[config.mk]
export PLATFORM = sky130hd
export DESIGN_NAME = four_channel_quadrature_decoder_flat
export DESIGN_NICKNAME = d
export VERILOG_FILES = /design/src/sv/qdec_pkg.sv /design/src/sv/qdec_if.sv /design/src/sv/qdec_pos_lane.sv /design/src/sv/qdec_speed_lane.sv /design/src/sv/qdec_merge.sv /design/src/sv/four_channel_quadrature_decoder.sv /design/src/flat_wrapper.sv
export SDC_FILE = /design/constraint.sdc
export NUM_CORES = 1
export LEC_CHECK = 0
export ABC_AREA = 1
export ABC_CLOCK_PERIOD_IN_PS = 3700
export BUFFER_PORTS_ARGS = -buffer_cell sky130_fd_sc_hd__buf_2
export CAP_MARGIN = 15
export CORE_ASPECT_RATIO = 1.1
export CORE_MARGIN = 1.5
export CORE_UTILIZATION = 40
export DETAILED_ROUTE_END_ITERATION = 10
export PLACE_DENSITY = 0.59
export SLEW_MARGIN = 0
export SYNTH_ARGS = -nofsm -noshare
export SYNTH_HDL_FRONTEND = slang
export SYNTH_SLANG_ARGS = --single-unit
[constraint.sdc]
create_clock -name i_clk -period 3.7 [get_ports i_clk]
set_clock_uncertainty 0.15 [all_clocks]
set_input_delay 0.37 -clock i_clk [delete_from_list [all_inputs] [get_ports i_clk]]
set_output_delay 0.37 -clock i_clk [all_outputs]
set_load 0.02 [all_outputs]
[src/sv/qdec_pkg.sv]
// Shared types, constants and decode functions for the quadrature decoder.
package qdec_pkg;

    localparam int SPEED_WIDTH = 16;
    localparam int POS_WIDTH   = 8;
    localparam int FIELD_WIDTH = 16;
    localparam int SEL_WIDTH   = 8;

    // Phase codes; zero means no previous sample has been seen.
    localparam logic [2:0] CODE_NONE = 3'd0;
    localparam logic [2:0] CODE_1    = 3'd1;
    localparam logic [2:0] CODE_2    = 3'd2;
    localparam logic [2:0] CODE_3    = 3'd3;
    localparam logic [2:0] CODE_4    = 3'd4;

    // Output select codes.
    localparam logic [1:0] SEL_POS1   = 2'd0;
    localparam logic [1:0] SEL_POS2   = 2'd1;
    localparam logic [1:0] SEL_SPEED1 = 2'd2;
    localparam logic [1:0] SEL_SPEED2 = 2'd3;

    localparam logic [POS_WIDTH-1:0]   POS_MAX     = 8'd255;
    localparam logic [POS_WIDTH-1:0]   POS1_INIT   = 8'd250;
    localparam logic [POS_WIDTH-1:0]   POS2_INIT   = 8'd100;
    localparam logic [SPEED_WIDTH-1:0] SPEED_INIT  = SPEED_WIDTH'(100);

    typedef logic [2:0] t_code;

    typedef struct packed {
        logic [POS_WIDTH-1:0]   pos1;
        logic [POS_WIDTH-1:0]   pos2;
        logic [SPEED_WIDTH-1:0] speed1;
        logic [SPEED_WIDTH-1:0] speed2;
    } t_counts;

    // Gray-ordered pin pattern to phase code: 00->1, 01->2, 11->3, 10->4.
    function automatic t_code pins_to_code(input logic [1:0] pins);
        t_code code;
        case (pins)
            2'b00:   code = CODE_1;
            2'b01:   code = CODE_2;
            2'b11:   code = CODE_3;
            default: code = CODE_4;
        endcase
        return code;
    endfunction

    // Low sixteen bits of a speed counter, zero-extended if it is narrower.
    function automatic logic [FIELD_WIDTH-1:0] speed_field(
        input logic [SPEED_WIDTH-1:0] value
    );
        logic [SPEED_WIDTH+FIELD_WIDTH-1:0] ext;
        ext = {{FIELD_WIDTH{1'b0}}, value};
        return ext[FIELD_WIDTH-1:0];
    endfunction

endpackage

[src/sv/qdec_if.sv]
// Valid/ready channel interfaces for encoder samples and decoder results.
interface qdec_sample_if;
    import qdec_pkg::*;

    logic       valid;
    logic       ready;
    logic [1:0] pos1_phase;
    logic [1:0] speed1_phase;
    logic [1:0] pos2_phase;
    logic [1:0] speed2_phase;
    logic [1:0] select;

    modport source (
        output valid, pos1_phase, speed1_phase, pos2_phase, speed2_phase, select,
        input  ready
    );
    modport sink (
        input  valid, pos1_phase, speed1_phase, pos2_phase, speed2_phase, select,
        output ready
    );
endinterface

interface qdec_result_if;
    import qdec_pkg::*;

    logic                          valid;
    logic                          ready;
    logic [SEL_WIDTH-1:0]          selected_value;
    logic [POS_WIDTH-1:0]          pos1_count;
    logic [POS_WIDTH-1:0]          pos2_count;
    logic signed [FIELD_WIDTH-1:0] speed1_count;
    logic signed [FIELD_WIDTH-1:0] speed2_count;

    modport source (
        output valid, selected_value, pos1_count, pos2_count, speed1_count,
               speed2_count,
        input  ready
    );
    modport sink (
        input  valid, selected_value, pos1_count, pos2_count, speed1_count,
               speed2_count,
        output ready
    );
endinterface

[src/sv/qdec_pos_lane.sv]
// Position lane: one saturating count per full quadrature cycle.
module qdec_pos_lane (
    input  logic                          i_clk,
    input  logic                          i_rst_n,
    input  logic                          i_accept,
    input  logic [1:0]                    i_phase,
    input  logic [qdec_pkg::POS_WIDTH-1:0] i_init_count,
    output logic [qdec_pkg::POS_WIDTH-1:0] o_next_count
);
    import qdec_pkg::*;

    t_code                r_prev;
    logic [POS_WIDTH-1:0] r_count;
    t_code                n_prev;
    logic [POS_WIDTH-1:0] n_count;

    always_comb begin
        n_prev  = pins_to_code(i_phase);
        n_count = r_count;
        if (r_prev == CODE_1 && n_prev == CODE_4) begin
            if (r_count != '0) begin
                n_count = r_count - 1'b1;
            end
        end else if (r_prev == CODE_4 && n_prev == CODE_1) begin
            if (r_count != POS_MAX) begin
                n_count = r_count + 1'b1;
            end
        end
    end

    assign o_next_count = n_count;

    always_ff @(posedge i_clk) begin
        if (!i_rst_n) begin
            r_prev  <= CODE_NONE;
            r_count <= i_init_count;
        end else if (i_accept) begin
            r_prev  <= n_prev;
            r_count <= n_count;
        end
    end

endmodule

[src/sv/qdec_speed_lane.sv]
// Speed lane: counts every phase transition up or down on a wrapping counter.
module qdec_speed_lane (
    input  logic                            i_clk,
    input  logic                            i_rst_n,
    input  logic                            i_accept,
    input  logic [1:0]                      i_phase,
    output logic [qdec_pkg::SPEED_WIDTH-1:0] o_next_count
);
    import qdec_pkg::*;

    t_code                  r_prev;
    logic [SPEED_WIDTH-1:0] r_count;
    t_code                  n_prev;
    logic [SPEED_WIDTH-1:0] n_count;
    t_code                  up_code;
    t_code                  down_code;

    // Forward and reverse neighbours of the previous code; none before the first sample.
    always_comb begin
        case (r_prev)
            CODE_1: begin
                up_code   = CODE_2;
                down_code = CODE_4;
            end
            CODE_2: begin
                up_code   = CODE_3;
                down_code = CODE_1;
            end
            CODE_3: begin
                up_code   = CODE_4;
                down_code = CODE_2;
            end
            CODE_4: begin
                up_code   = CODE_1;
                down_code = CODE_3;
            end
            default: begin
                up_code   = CODE_NONE;
                down_code = CODE_NONE;
            end
        endcase
    end

    always_comb begin
        n_prev  = pins_to_code(i_phase);
        n_count = r_count;
        if (up_code != CODE_NONE && n_prev == up_code) begin
            n_count = r_count + 1'b1;
        end else if (down_code != CODE_NONE && n_prev == down_code) begin
            n_count = r_count - 1'b1;
        end
    end

    assign o_next_count = n_count;

    always_ff @(posedge i_clk) begin
        if (!i_rst_n) begin
            r_prev  <= CODE_NONE;
            r_count <= SPEED_INIT;
        end else if (i_accept) begin
            r_prev  <= n_prev;
            r_count <= n_count;
        end
    end

endmodule

[src/sv/qdec_merge.sv]
// Merge stage: picks the selected counter and holds the result beat.
module qdec_merge (
    input  logic                  i_clk,
    input  logic                  i_rst_n,
    input  logic                  i_accept,
    input  logic [1:0]            i_select,
    input  qdec_pkg::t_counts     i_counts,
    qdec_result_if.source         o_result
);
    import qdec_pkg::*;

    logic                   r_valid;
    logic [SEL_WIDTH-1:0]   r_selected;
    t_counts                r_counts;
    logic [SEL_WIDTH-1:0]   n_selected;

    always_comb begin
        case (i_select)
            SEL_POS1:   n_selected = i_counts.pos1;
            SEL_POS2:   n_selected = i_counts.pos2;
            SEL_SPEED1: n_selected = i_counts.speed1[SEL_WIDTH-1:0];
            SEL_SPEED2: n_selected = i_counts.speed2[SEL_WIDTH-1:0];
            default:    n_selected = i_counts.pos1;
        endcase
    end

    always_ff @(posedge i_clk) begin
        if (!i_rst_n) begin
            r_valid <= 1'b0;
        end else if (i_accept) begin
            r_valid <= 1'b1;
        end else if (o_result.ready) begin
            r_valid <= 1'b0;
        end
    end

    always_ff @(posedge i_clk) begin
        if (i_accept) begin
            r_selected <= n_selected;
            r_counts   <= i_counts;
        end
    end

    assign o_result.valid          = r_valid;
    assign o_result.selected_value = r_selected;
    assign o_result.pos1_count     = r_counts.pos1;
    assign o_result.pos2_count     = r_counts.pos2;
    assign o_result.speed1_count   = speed_field(r_counts.speed1);
    assign o_result.speed2_count   = speed_field(r_counts.speed2);

endmodule

[src/sv/four_channel_quadrature_decoder.sv]
// Top level of the four-channel quadrature decoder.
//
// Usage: each beat on i_sample carries one sample of the A/B pins of two
// position encoders and two speed encoders, plus a two-bit select. Every
// accepted sample yields exactly one beat on o_result with all four counts
// after that sample and the low byte of the counter that select names.
// Position counters step once per full cycle and saturate at 0 and 255;
// speed counters count every phase transition in either direction and wrap.
// The result of a sample accepted at one edge is registered by the merge
// stage and valid from that edge on. Throughput is one sample per cycle
// while the receiver takes every beat, set by the single result register
// of the merge stage, reloaded when it is empty or being emptied that cycle.
// When the receiver stalls, the result beat holds and i_sample.ready falls,
// so no sample is lost. Reset clears the result valid flag and forgets the
// previous phase of every lane, so the first sample after reset only seeds
// the lanes and never counts; the counters restart at 250, 100, 100, 100.
module four_channel_quadrature_decoder (
    input  logic           i_clk,
    input  logic           i_rst_n,
    qdec_sample_if.sink    i_sample,
    qdec_result_if.source  o_result
);
    import qdec_pkg::*;

    logic    accept;
    t_counts counts;

    // The output register accepts a new beat while it is empty or being read.
    assign i_sample.ready = !o_result.valid || o_result.ready;
    assign accept         = i_sample.valid && i_sample.ready;

    // Four lanes work side by side on the four pin pairs of each sample.
    qdec_pos_lane u_pos1 (
        .i_clk        (i_clk),
        .i_rst_n      (i_rst_n),
        .i_accept     (accept),
        .i_phase      (i_sample.pos1_phase),
        .i_init_count (POS1_INIT),
        .o_next_count (counts.pos1)
    );

    qdec_pos_lane u_pos2 (
        .i_clk        (i_clk),
        .i_rst_n      (i_rst_n),
        .i_accept     (accept),
        .i_phase      (i_sample.pos2_phase),
        .i_init_count (POS2_INIT),
        .o_next_count (counts.pos2)
    );

    qdec_speed_lane u_speed1 (
        .i_clk        (i_clk),
        .i_rst_n      (i_rst_n),
        .i_accept     (accept),
        .i_phase      (i_sample.speed1_phase),
        .o_next_count (counts.speed1)
    );

    qdec_speed_lane u_speed2 (
        .i_clk        (i_clk),
        .i_rst_n      (i_rst_n),
        .i_accept     (accept),
        .i_phase      (i_sample.speed2_phase),
        .o_next_count (counts.speed2)
    );

    // The merge stage registers the counts and the selected byte as one beat.
    qdec_merge u_merge (
        .i_clk    (i_clk),
        .i_rst_n  (i_rst_n),
        .i_accept (accept),
        .i_select (i_sample.select),
        .i_counts (counts),
        .o_result (o_result)
    );

endmodule
[src/flat_wrapper.sv]
// flat-port wrapper written by rule: the top's interface ports become plain ports
module four_channel_quadrature_decoder_flat import qdec_pkg::*;
  (i_clk, i_rst_n, i_sample_valid, i_sample_pos1_phase, i_sample_speed1_phase, i_sample_pos2_phase, i_sample_speed2_phase, i_sample_select, i_sample_ready, o_result_valid, o_result_selected_value, o_result_pos1_count, o_result_pos2_count, o_result_speed1_count, o_result_speed2_count, o_result_ready);
  qdec_sample_if i_sample_i ();
  qdec_result_if o_result_i ();
  input  logic i_clk;
  input  logic i_rst_n;
  input wire logic [$bits(i_sample_i.valid)-1:0] i_sample_valid;
  input wire logic [$bits(i_sample_i.pos1_phase)-1:0] i_sample_pos1_phase;
  input wire logic [$bits(i_sample_i.speed1_phase)-1:0] i_sample_speed1_phase;
  input wire logic [$bits(i_sample_i.pos2_phase)-1:0] i_sample_pos2_phase;
  input wire logic [$bits(i_sample_i.speed2_phase)-1:0] i_sample_speed2_phase;
  input wire logic [$bits(i_sample_i.select)-1:0] i_sample_select;
  output wire logic [$bits(i_sample_i.ready)-1:0] i_sample_ready;
  output wire logic [$bits(o_result_i.valid)-1:0] o_result_valid;
  output wire logic [$bits(o_result_i.selected_value)-1:0] o_result_selected_value;
  output wire logic [$bits(o_result_i.pos1_count)-1:0] o_result_pos1_count;
  output wire logic [$bits(o_result_i.pos2_count)-1:0] o_result_pos2_count;
  output wire logic [$bits(o_result_i.speed1_count)-1:0] o_result_speed1_count;
  output wire logic [$bits(o_result_i.speed2_count)-1:0] o_result_speed2_count;
  input wire logic [$bits(o_result_i.ready)-1:0] o_result_ready;
  assign i_sample_i.valid = i_sample_valid;
  assign i_sample_i.pos1_phase = i_sample_pos1_phase;
  assign i_sample_i.speed1_phase = i_sample_speed1_phase;
  assign i_sample_i.pos2_phase = i_sample_pos2_phase;
  assign i_sample_i.speed2_phase = i_sample_speed2_phase;
  assign i_sample_i.select = i_sample_select;
  assign i_sample_ready = i_sample_i.ready;
  assign o_result_valid = o_result_i.valid;
  assign o_result_selected_value = o_result_i.selected_value;
  assign o_result_pos1_count = o_result_i.pos1_count;
  assign o_result_pos2_count = o_result_i.pos2_count;
  assign o_result_speed1_count = o_result_i.speed1_count;
  assign o_result_speed2_count = o_result_i.speed2_count;
  assign o_result_i.ready = o_result_ready;
  four_channel_quadrature_decoder u_core (.i_clk(i_clk), .i_rst_n(i_rst_n), .i_sample(i_sample_i), .o_result(o_result_i));
endmodule
# After elaboration in Yosys (flattened, before gate mapping)

Cells that the tools add are included.
W data, S select, Z words.

Flip-flop bits (word level): 117
Output and inout bits: 58

Multiplexer cells: 23
Equality and inequality tests: 33
Add/sub/neg operators: 8
Reductions and logical operators: 23

Operators with widths:

| operator                | count |
|---|---|
| $mux W16                | 4 |
| $mux W8                 | 8 |
| $pmux W3 S4             | 4 |
| $pmux W3 S3             | 4 |
| $add A16 B1 Y16 const B | 2 |
| $pmux W8 S4             | 1 |
| $sub A16 B1 Y16 const B | 2 |
| $eq A3 B1 Y1 const B    | 6 |
| $eq A3 B3 Y1 const B    | 6 |
| $add A8 B1 Y8 const B   | 2 |
| $ne A8 B8 Y1 const B    | 2 |
| $reduce_bool A8 Y1      | 2 |
| $sub A8 B1 Y8 const B   | 2 |
| $eq A2 B2 Y1 const B    | 6 |
| $eq A3 B2 Y1 const B    | 4 |
| $eq A3 B3 Y1            | 4 |
| $reduce_bool A3 Y1      | 4 |
| $eq A2 B1 Y1 const B    | 5 |
| $logic_not A2 Y1        | 5 |
| $logic_and A1 B1 Y1     | 9 |
| $mux W1                 | 2 |
| $reduce_bool A2 Y1      | 1 |
| $logic_not A1 Y1        | 1 |
| $logic_or A1 B1 Y1      | 1 |

# Depth between registers and ports, before layout

Gate-level depths: netlist of run 1.

Word-level depth: 7
Gate-level depth with buffers: 15
Gate-level depth less buffers: 15

# Modules after synthesis

Synthesis of run 1 repeated with hierarchy kept, for this count alone.

Cell total of the unflattened synthesis: 1,179
Area total of the unflattened synthesis: 8,267.9 um^2

By module, submodules not included:

| module                          | cells an instance | sequential area each (um^2) | instances | area an instance (um^2) |
|---|---|---|---|---|
| qdec_speed_lane                 | 375               | 380.4                       | 2         | 2,021.9 |
| qdec_merge                      | 107               | 1,701.6                     | 1         | 1,980.6 |
| qdec_pos_lane at u_core.u_pos2  | 159               | 300.3                       | 1         | 1,109.8 |
| qdec_pos_lane at u_core.u_pos1  | 157               | 300.3                       | 1         | 1,106.1 |
| four_channel_quadrature_decoder | 6                 | 0.0                         | 1         | 27.5 |

# Least setup slack after synthesis of run 1

No wires, ideal clock.

Path type: register to register
Start: register u_core.u_merge.r_valid, in the netlist u_core.u_merge.o_result.valid
End: register u_core.u_merge.r_counts (netlist bit u_core.u_merge.o_result.pos1_count[0]), enable pin
Stages on the path, launching flop included: 6
Arrival time: 2.820 ns
Buffers on the path: 2
Library setup time: 0.442 ns
Slack: 0.287 ns
Period minus slack after synthesis: 3.413 ns
Cell sequence: dfxtp_1 -> nand2_1 -> nand2_1 -> inv_1 -> buf_2 -> clkbuf_1

Cells in the longest elaborated chain, start to end: 3

RTL lines:

| what                     | RTL line                              | text |
|---|---|---|
| start: declaration       | qdec_merge.sv:12                      | `logic r_valid;` |
| start signal: assignment | qdec_merge.sv:29                      | `r_valid <= 1'b0;` |
| start signal: assignment | qdec_merge.sv:31                      | `r_valid <= 1'b1;` |
| start signal: assignment | qdec_merge.sv:33                      | `r_valid <= 1'b0;` |
| $logic_not A1 Y1         | four_channel_quadrature_decoder.sv:29 | `assign i_sample.ready = !o_result.valid \|\| o_result.ready;` |
| $logic_or A1 B1 Y1       | four_channel_quadrature_decoder.sv:29 |  |
| via i_sample_ready       | flat_wrapper.sv:14                    | `output wire logic [$bits(i_sample_i.ready)-1:0] i_sample_ready;` |
| $logic_and A1 B1 Y1      | four_channel_quadrature_decoder.sv:30 | `assign accept = i_sample.valid && i_sample.ready;` |
| via u_core.accept        | four_channel_quadrature_decoder.sv:25 | `logic accept;` |
| end signal: assignment   | qdec_merge.sv:40                      | `r_counts <= i_counts;` |
| end: declaration         | qdec_merge.sv:14                      | `t_counts r_counts;` |

The timed path passes the listed nets, and every way through them passes these cells.
A chain may end at the register's enable or synchronous reset.

==> results of run 1 <==
[registers in the layout (all words and copies together) (netlist names), 3 cells and up]
name and count:
u_core.u_merge.o_result.speed1_count 16, u_core.u_merge.o_result.speed2_count 16, u_core.u_speed1.r_count 16, u_core.u_speed2.r_count 16
u_core.u_merge.o_result.pos1_count 8, u_core.u_merge.o_result.pos2_count 8, u_core.u_merge.o_result.selected_value 8, u_core.u_pos1.r_count 8
u_core.u_pos2.r_count 8, u_core.u_pos1.r_prev 3, u_core.u_pos2.r_prev 3, u_core.u_speed1.r_prev 3
u_core.u_speed2.r_prev 3
[per-stage QoR]
step / hold slack [ps] / total power [mW]
floorplan: 309.0 / 2.286
global placement: 323.9 / 2.516
detailed placement: 329.9 / 2.521
CTS: 103.1 / 4.152
global route: 132.5 / 4.335
finish: 116.1 / 4.114
[kinds of logic after synthesis]
| logic type | count (synthesis) |
|---|---|
| xor gates and xnor gates | 58 |
| AOI/OAI and AO/OA | 139 |
| and+or+nand+nor | 584 |
| buffers and inverters | 172 |
| adders and majority gates | 26 |
| DFF | 117 |
[cell type report]
type / instances / area, um^2 / share of cell area, %
Multi-Input combinational cell: 807 / 4103 / 46.62
Tap cell: 247 / 309.0 / 3.512
Sequential cell: 117 / 2903 / 32.99
Timing Repair Buffer: 75 / 397.9 / 4.522
Inverter: 134 / 508.0 / 5.773
Clock buffer: 17 / 425.4 / 4.834
Clock inverter: 15 / 153.9 / 1.749
[layer usage]
metal | share of wire [%] | routed length, um | global-route usage, %
met2 | 47 | 9223 | 33.67
met1 | 48 | 9404 | 27.40
met3 | 3.7 | 728 | 3.442
met5 | 0 | 0 | 0
met4 | 1.2 | 229 | 6.022
[worst max-delay path, stage by stage, from the launching register on]
cell and delay, ps:
dfxtp_1 330, inv_1 160, nand3_1 190, a21oi_1 200
nor2_2 70, nand2_2 300, inv_2 210, o21ai_0 120
nand2_1 140, nand2_1 120, nand4_1 90
[where the power goes]
group	switching, mW	internal (mW)
sequential	0.106	1.51
combinational	0.608	0.270
clock	0.627	0.992
[worst min path at each step]
| stage | end | from | cells after the start | slack [ps] |
|---|---|---|---|---|
| 2_1_floorplan | u_core.u_pos2.r_prev[1]$_SDFFE_PN0P_ | u_core.u_pos2.r_prev[1]$_SDFFE_PN0P_ | 2 | 310 |
| 3_3_place_gp | u_core.u_pos2.r_prev[1]$_SDFFE_PN0P_ | u_core.u_pos2.r_prev[1]$_SDFFE_PN0P_ | 2 | 320 |
| 3_5_place_dp | u_core.u_pos2.r_prev[1]$_SDFFE_PN0P_ | u_core.u_pos2.r_prev[1]$_SDFFE_PN0P_ | 2 | 330 |
| 4_1_cts | u_core.u_merge.o_result.valid$_SDFFE_PN0P_ | o_result_ready | 4 | 100 |
| 5_1_grt | u_core.u_merge.o_result.valid$_SDFFE_PN0P_ | o_result_ready | 4 | 130 |
| 6_report | u_core.u_merge.o_result.valid$_SDFFE_PN0P_ | o_result_ready | 4 | 120 |
[cell usage in the layout (no fill, tap or decap), types with 3 or more instances in the layout]
master       n
o211ai_1     9
nand2_1    332
ha_1        26
nor2_2       3
nand2_4      3
clkinv_4     3
o21ai_0     47
inv_2        7
nand3_2      3
dfxtp_1     61
nor3_2       3
clkinv_1     4
a21oi_1     58
edfxtp_1    56
o21ai_1     19
inv_6        4
nand4_1     15
nand2_2     16
buf_4        3
nor2_1      98
buf_2       71
inv_1      123
nand3_1     92
o21ai_2      3
clkbuf_16   17
nor3_1      10
xor2_1      56
==> out/metrics.yaml, run 1 <==
post_cts_resized: 0
grt_pass1_wl_mm: 32.31
rr_worst_depth: 10
clk_latency_ps: 430
antenna_found_initial: 1
post_cts_buffers: 0
dpl_cell_area_mm2: 0.008220
grt_max_degree: 97
clk_path_buf_depth: 2
drive_above_1_share_pct: 12.88
holdBufCountCts: 0
grt_pass1_vias: 6347
num_rows: 53
required_ps: 3720
endpoint_kind: "flip-flop"
r2r-end: "u_core.u_merge.o_result.selected_value[6]$_DFFE_PP_"
n_antenna_cell: 0
tightest_slew_ps: 697.1
yosys_most_used_dff: "dfxtp_1"
status: "finished clean"
nFillCells: 1958
netlist_area_mm2: 0.007704
synth_compound_area_share_pct: 9.599
setup_viol_count_final: 0
portBuffers: 71
core_area_mm2: 0.01897
synthSimpleGateAreaFrac_pct: 32.81
synth_fa_ha_area_share_pct: 4.223
dieArea_mm2: 0.02010
yosys.cell_count.top_type: "nand2_1"
die_y_um: 148.6
fin_crit_ps: 2348
period_share_pct: 63.46
gp_congestion: 0.9055
arrival_ps: 2360
vias: 6959
io_pins: 72
min_path_type: "input port to flip-flop"
die_w_um: 135.3
rrSetupSlack_ps: 1350
finish.utilization_pct: 46.40
muxShareOfSynthArea_pct: 0
synth.avg_cell_area_um2: 7.029
synthXorXnorAreaFrac_pct: 6.594
cts_max_level: 4
cts_tree: "built"
critPathCapture: "u_core.u_merge.o_result.selected_value[6]$_DFFE_PP_"
ys_warn_count: 0
clkSlewWorstSetupHoldPaths_ps: 60
final_cell_count_no_fill: 1412
synth_top_family_by_area: "simple AND/OR/NAND/NOR gates"
synth.distinct_cells: 37
synth_top_area_share_pct: 21.83
root_buffer: "clkbuf_16"
drc_errors: 0
start_kind: "flip-flop"
fmax_mhz: 425.9
dp_cells: 1380
drtIter0Drc: 420
fin_ws_ps: 1352
detailedPlacementHpwl_mm: 13.92
synthTopCellsByArea: "edfxtp_1 (22%), nand2_1 (16%), dfxtp_1 (16%), xor2_1 (6.4%), inv_1 (6.0%)"
initial_core_util_pct: 40.62
maxCapViolCount: 0
ir_drop_uv: 364.1
rsz0062_at_grt: "no"
synthTopCellsByCount: "nand2_1 (333), inv_1 (124), nor2_1 (98)"
synth_area_leader_cell: "edfxtp_1"
fin_area_mm2: 0.008800
first_pass_iters: 5
syn_nets: 1136
drt-vias-per-instance: 4.928
grt_overflow_total: 0
synth-seq-cells: 117
ant_nets: 0
timing.final.hold_violations: 0
critical_path_class: "flip-flop to flip-flop"
setup_tns_ps: 0
wl_mm: 19.58
cts_buffers: 17
crit_fanout: 17
finalMaxSlewViolations: 0
synth_edf_count: 56
syn_inst: 1096
synth_async_sr_flop_share_pct: 0
slew_headroom_pct: 53.52
ys_seq_area_share_pct: 37.68
cts.sinks: 117
nets: 1192
syn_to_final_growth_pct: 14.23
place_ws_ps: 1114
power_density_mw_per_mm2: 467.5
grtUsageTotal_pct: 20.41
routedWlPerCell_um: 13.87
total_leakage_power_nw: 4.213
r2r-start: "u_core.u_speed1.r_prev[2]$_SDFFE_PN0P_"
crit_start: "u_core.u_speed1.r_prev[2]$_SDFFE_PN0P_"
(Power assumes the default switching activity.)
==> run 2, diff against run 1 <==
--- a/config.mk
+++ b/config.mk
@@ -5,15 +5,15 @@
 export SDC_FILE = /design/constraint.sdc
 export NUM_CORES = 1
 export LEC_CHECK = 0
-export ABC_AREA = 1
-export ABC_CLOCK_PERIOD_IN_PS = 3700
+export ABC_AREA = 0
+export ABC_CLOCK_PERIOD_IN_PS = 2100
 export BUFFER_PORTS_ARGS = -buffer_cell sky130_fd_sc_hd__buf_2
 export CAP_MARGIN = 15
 export CORE_ASPECT_RATIO = 1.1
 export CORE_MARGIN = 1.5
 export CORE_UTILIZATION = 40
 export DETAILED_ROUTE_END_ITERATION = 10
-export PLACE_DENSITY = 0.59
+export PLACE_DENSITY = 0.61
 export SLEW_MARGIN = 0
 export SYNTH_ARGS = -nofsm -noshare
 export SYNTH_HDL_FRONTEND = slang
==> constraint.sdc (replaced) <==
create_clock -name i_clk -period 2.1 [get_ports i_clk]
set_clock_uncertainty 0.15 [all_clocks]
set_input_delay 0.21 -clock i_clk [delete_from_list [all_inputs] [get_ports i_clk]]
set_output_delay 0.21 -clock i_clk [all_outputs]
set_load 0.02 [all_outputs]
==> out/metrics.yaml, run 2 <==
slew_headroom_pct: 60.73  # +7.2 points
first_pass_iters: 7  # +2
die_w_um: 128.7  # -4.9%
r2r-start: "u_core.u_speed2.r_prev[2]$_SDFFE_PN0P_"
io_pins: 72  # unchanged
syn_to_final_growth_pct: 53.89
use_met2_pct: 38.02  # +4.4 points
tightest_slew_ps: 588.4  # -108.7 ps
syn_inst: 772  # -30%
clkSlewWorstSetupHoldPaths_ps: 60  # about the same
maxCapViolCount: 0  # unchanged
hold_depth: 4  # unchanged
cts.sinks: 117  # unchanged
synth-seq-cells: 117  # unchanged
setup_tns_ps: -5918  # -5918 ps
fin_crit_ps: 2394  # +46.44 ps
num_rows: 50  # -5.7%
drt-vias-per-instance: 5.257  # +6.7%
detailedPlacementHpwl_mm: 13.75  # -1.2%
clk_latency_ps: 430  # about the same
crit_path_top_delay_cell: "dfxtp_4"
fmax_mhz: 417.6  # -1.9%
wl_mm: 20.62  # +5.3%
period_share_pct: 114.0  # +51 points
dpl_cell_area_mm2: 0.009056  # +10%
synth_async_sr_flop_share_pct: 0  # unchanged
final_common_cell: "buf_4"
cpMostUsedCell: "buf_6"
cts_buffers: 17  # unchanged
worstPathCellList: "buf_6, xnor2_4, buf_6, nor3_4, a211oi_4, buf_6, and3_4, a32oi_2, or3_1, a21oi_1"
grt_max_degree: 54  # -44%
grt_pass1_wl_mm: 32.37  # +0.19%
status: "complete, but fails checks"
ys_warn_count: 0  # unchanged
synth_top_area_share_pct: 24.20  # +2.4 points
grt_overflow_total: 0  # unchanged
nFillCells: 1419  # -28%
syn_nets: 812  # -29%
cts_tree: "built"
violations: "setup timing"
n_antenna_cell: 0  # unchanged
core_area_mm2: 0.01702  # -10%
synth.distinct_cells: 85  # +130%
top_usage_layer: "met2"
timing.final.hold_violations: 0  # unchanged
setup_viol_count_final: 53  # +53
p_total_mw: 6.564  # +60%
nets: 1062  # -11%
rr_worst_depth: 10  # unchanged
die_y_um: 141.2  # -4.9%
grtUsageTotal_pct: 22.82  # +2.4 points
crit_fanout: 9  # -8
rrSetupSlack_ps: -290  # -1650 ps
root_buffer: "clkbuf_16"
yosys_most_used_dff: "dfxtp_1"
ys_seq_area_share_pct: 41.77  # +4.1 points
total_leakage_power_nw: 4.340  # +3.0%
vias: 6671  # -4.1%
finalMaxSlewViolations: 0  # unchanged
endpoint_kind: "flip-flop"
drc_errors: 0  # unchanged
cpPeakStageDelay_ps: 360  # +30 ps
portBuffers: 71  # unchanged
use_met1_pct: 29.82  # +2.4 points
synthTopCellsByArea: "edfxtp_1 (24%), dfxtp_1 (18%), nand2_1 (5.3%), ha_1 (4.7%), xnor2_1 (4.7%)"
dieArea_mm2: 0.01817  # -9.6%
arrival_ps: 2600  # +240 ps
yosys.cell_count.top_type: "nand2_1"
drive_above_1_share_pct: 48.12  # +35 points
drtIter0Drc: 422  # +0.48%
hold_start: "i_sample_pos2_phase[0]"
fin_area_mm2: 0.01069  # +22%
grt_pass1_vias: 6467  # +1.9%
netlist_area_mm2: 0.006949  # -9.8%
place_ws_ps: -601.7  # -1716 ps
r2r-end: "u_core.u_speed2.r_count[14]$_SDFFE_PN0P_"
required_ps: 2300  # -1420 ps
cts_max_level: 4  # unchanged
routedWlPerCell_um: 16.25  # +17%
min_path_type: "input port to flip-flop"
start_kind: "flip-flop"
ir_drop_uv: 618.6  # +70%
critical_path_class: "flip-flop to flip-flop"
min_to: "u_core.u_pos2.r_prev[0]$_SDFFE_PN0P_"
grtUsageMet3_pct: 4.023  # +0.58 points
synth.avg_cell_area_um2: 9.002  # +28%
clk_path_buf_depth: 2  # unchanged
ant_nets: 0  # unchanged
synthTopCellsByCount: "nand2_1 (98), nor2_1 (63), dfxtp_1 (61)"
synth_area_leader_cell: "edfxtp_1"
initial_core_util_pct: 40.84  # +0.22 points
seqCellArea_mm2: 0.002932  # +0.99%
synth_edf_count: 56  # unchanged
fin_ws_ps: -294.5  # -1646 ps
multiInputGateArea_mm2: 0.004657  # +14%
antenna_found_initial: 0  # -1
final_cell_mix: "buf_4 (171), nand2_1 (82), buf_2 (71)"
power_density_mw_per_mm2: 613.8  # +31%
gp_congestion: 0.9034  # -0.23%
rsz0062_at_grt: "yes"
## run 2: cell count changes in the layout (fill, tap and decap cells not counted), moves of 15 or more
cell | before | now
buf_4 | 3 | 171
buf_6 | 0 | 32
nand2_1 | 332 | 82
a21oi_2 | 0 | 15
nor2_1 | 98 | 50
inv_1 | 123 | 30
o21ai_0 | 47 | 12
dfxtp_1 | 61 | 46
nand3_1 | 92 | 29
xor2_1 | 56 | 13
a21oi_1 | 58 | 31
xnor2_1 | 2 | 30
## run 2: through the flow
step           util (%)  instances  hold slack, ps
6_report          62.85       1269           41.35
3_3_place_gp      53.22       1210           314.4
4_1_cts           59.97       1259           31.79
3_5_place_dp      53.22       1210           320.2
2_1_floorplan         -        772           189.5
5_1_grt           62.85       1269           62.43
## run 2: layout make-up
class,instances,share of cell area (%)
inverters,38,1.463
clock buffers,19,4.142
flip-flops and latches,117,27.41
repair buffers,279,19.45
well taps,234,2.738
multi-input cells,569,43.55
clock inverters,13,1.252
## run 2: critical path, delay by kind of cell, from the launching register on
family,cells,cell delay (ps)
AOI/OAI and AO/OA,3,570
and+or+nand+nor,3,580
DFF,1,360
xor gates and xnor gates,1,200
buffers and inverters,3,460
## run 2: cells by family after synthesis
kind of cell	after synthesis	synth area share, %
AOI/OAI and AO/OA	157	15.59
xor gates and xnor gates	51	6.428
muxes	16	2.521
and+or+nand+nor	319	23.86
adders and majority gates	26	4.681
DFF	117	41.77
buffers and inverters	86	5.149
## run 2: worst max path at each step
stage / startpoint / endpoint / slack (ps) / cells after the start
finish: u_core.u_speed2.r_prev[2]$_SDFFE_PN0P_ / u_core.u_speed2.r_count[14]$_SDFFE_PN0P_ / -290 / 10
global route: u_core.u_speed2.r_prev[2]$_SDFFE_PN0P_ / u_core.u_speed2.r_count[14]$_SDFFE_PN0P_ / -350 / 10
CTS: u_core.u_pos2.r_count[0]$_SDFFE_PN0P_ / u_core.u_merge.o_result.selected_value[3]$_DFFE_PP_ / -230 / 8
detailed placement: i_sample_speed1_phase[1] / u_core.u_merge.o_result.selected_value[3]$_DFFE_PP_ / -600 / 10
global placement: i_sample_speed1_phase[1] / u_core.u_merge.o_result.selected_value[3]$_DFFE_PP_ / -620 / 10
floorplan: u_core.u_speed2.r_count[1]$_SDFFE_PN0P_ / u_core.u_merge.o_result.selected_value[4]$_DFFE_PP_ / -270 / 8
## run 2: metal layers
| metal | part of all wire, % | vias to the layer above |
|---|---|---|
| met1 | 45 | 3228 |
| met5 | 0 | - |
| li1 | - | 3287 |
| met3 | 3.3 | 25 |
| met4 | 1.8 | 0 |
| met2 | 50 | 131 |
## run 2: timing repair
action	in CTS	in global routing
endpoints found under the hold margin	1	0
buffers inserted	16	19
hold buffers	2	0
pin swaps	39	65
gates resized for setup	97	103
endpoints found under the setup margin	65	77
## run 2: where the power goes
part	internal (mW)	switching (mW)	leakage [nW]
logic	0.505	0.621	3.03
registers	2.51	0.0709	1.03
clock network	1.77	1.10	0.278
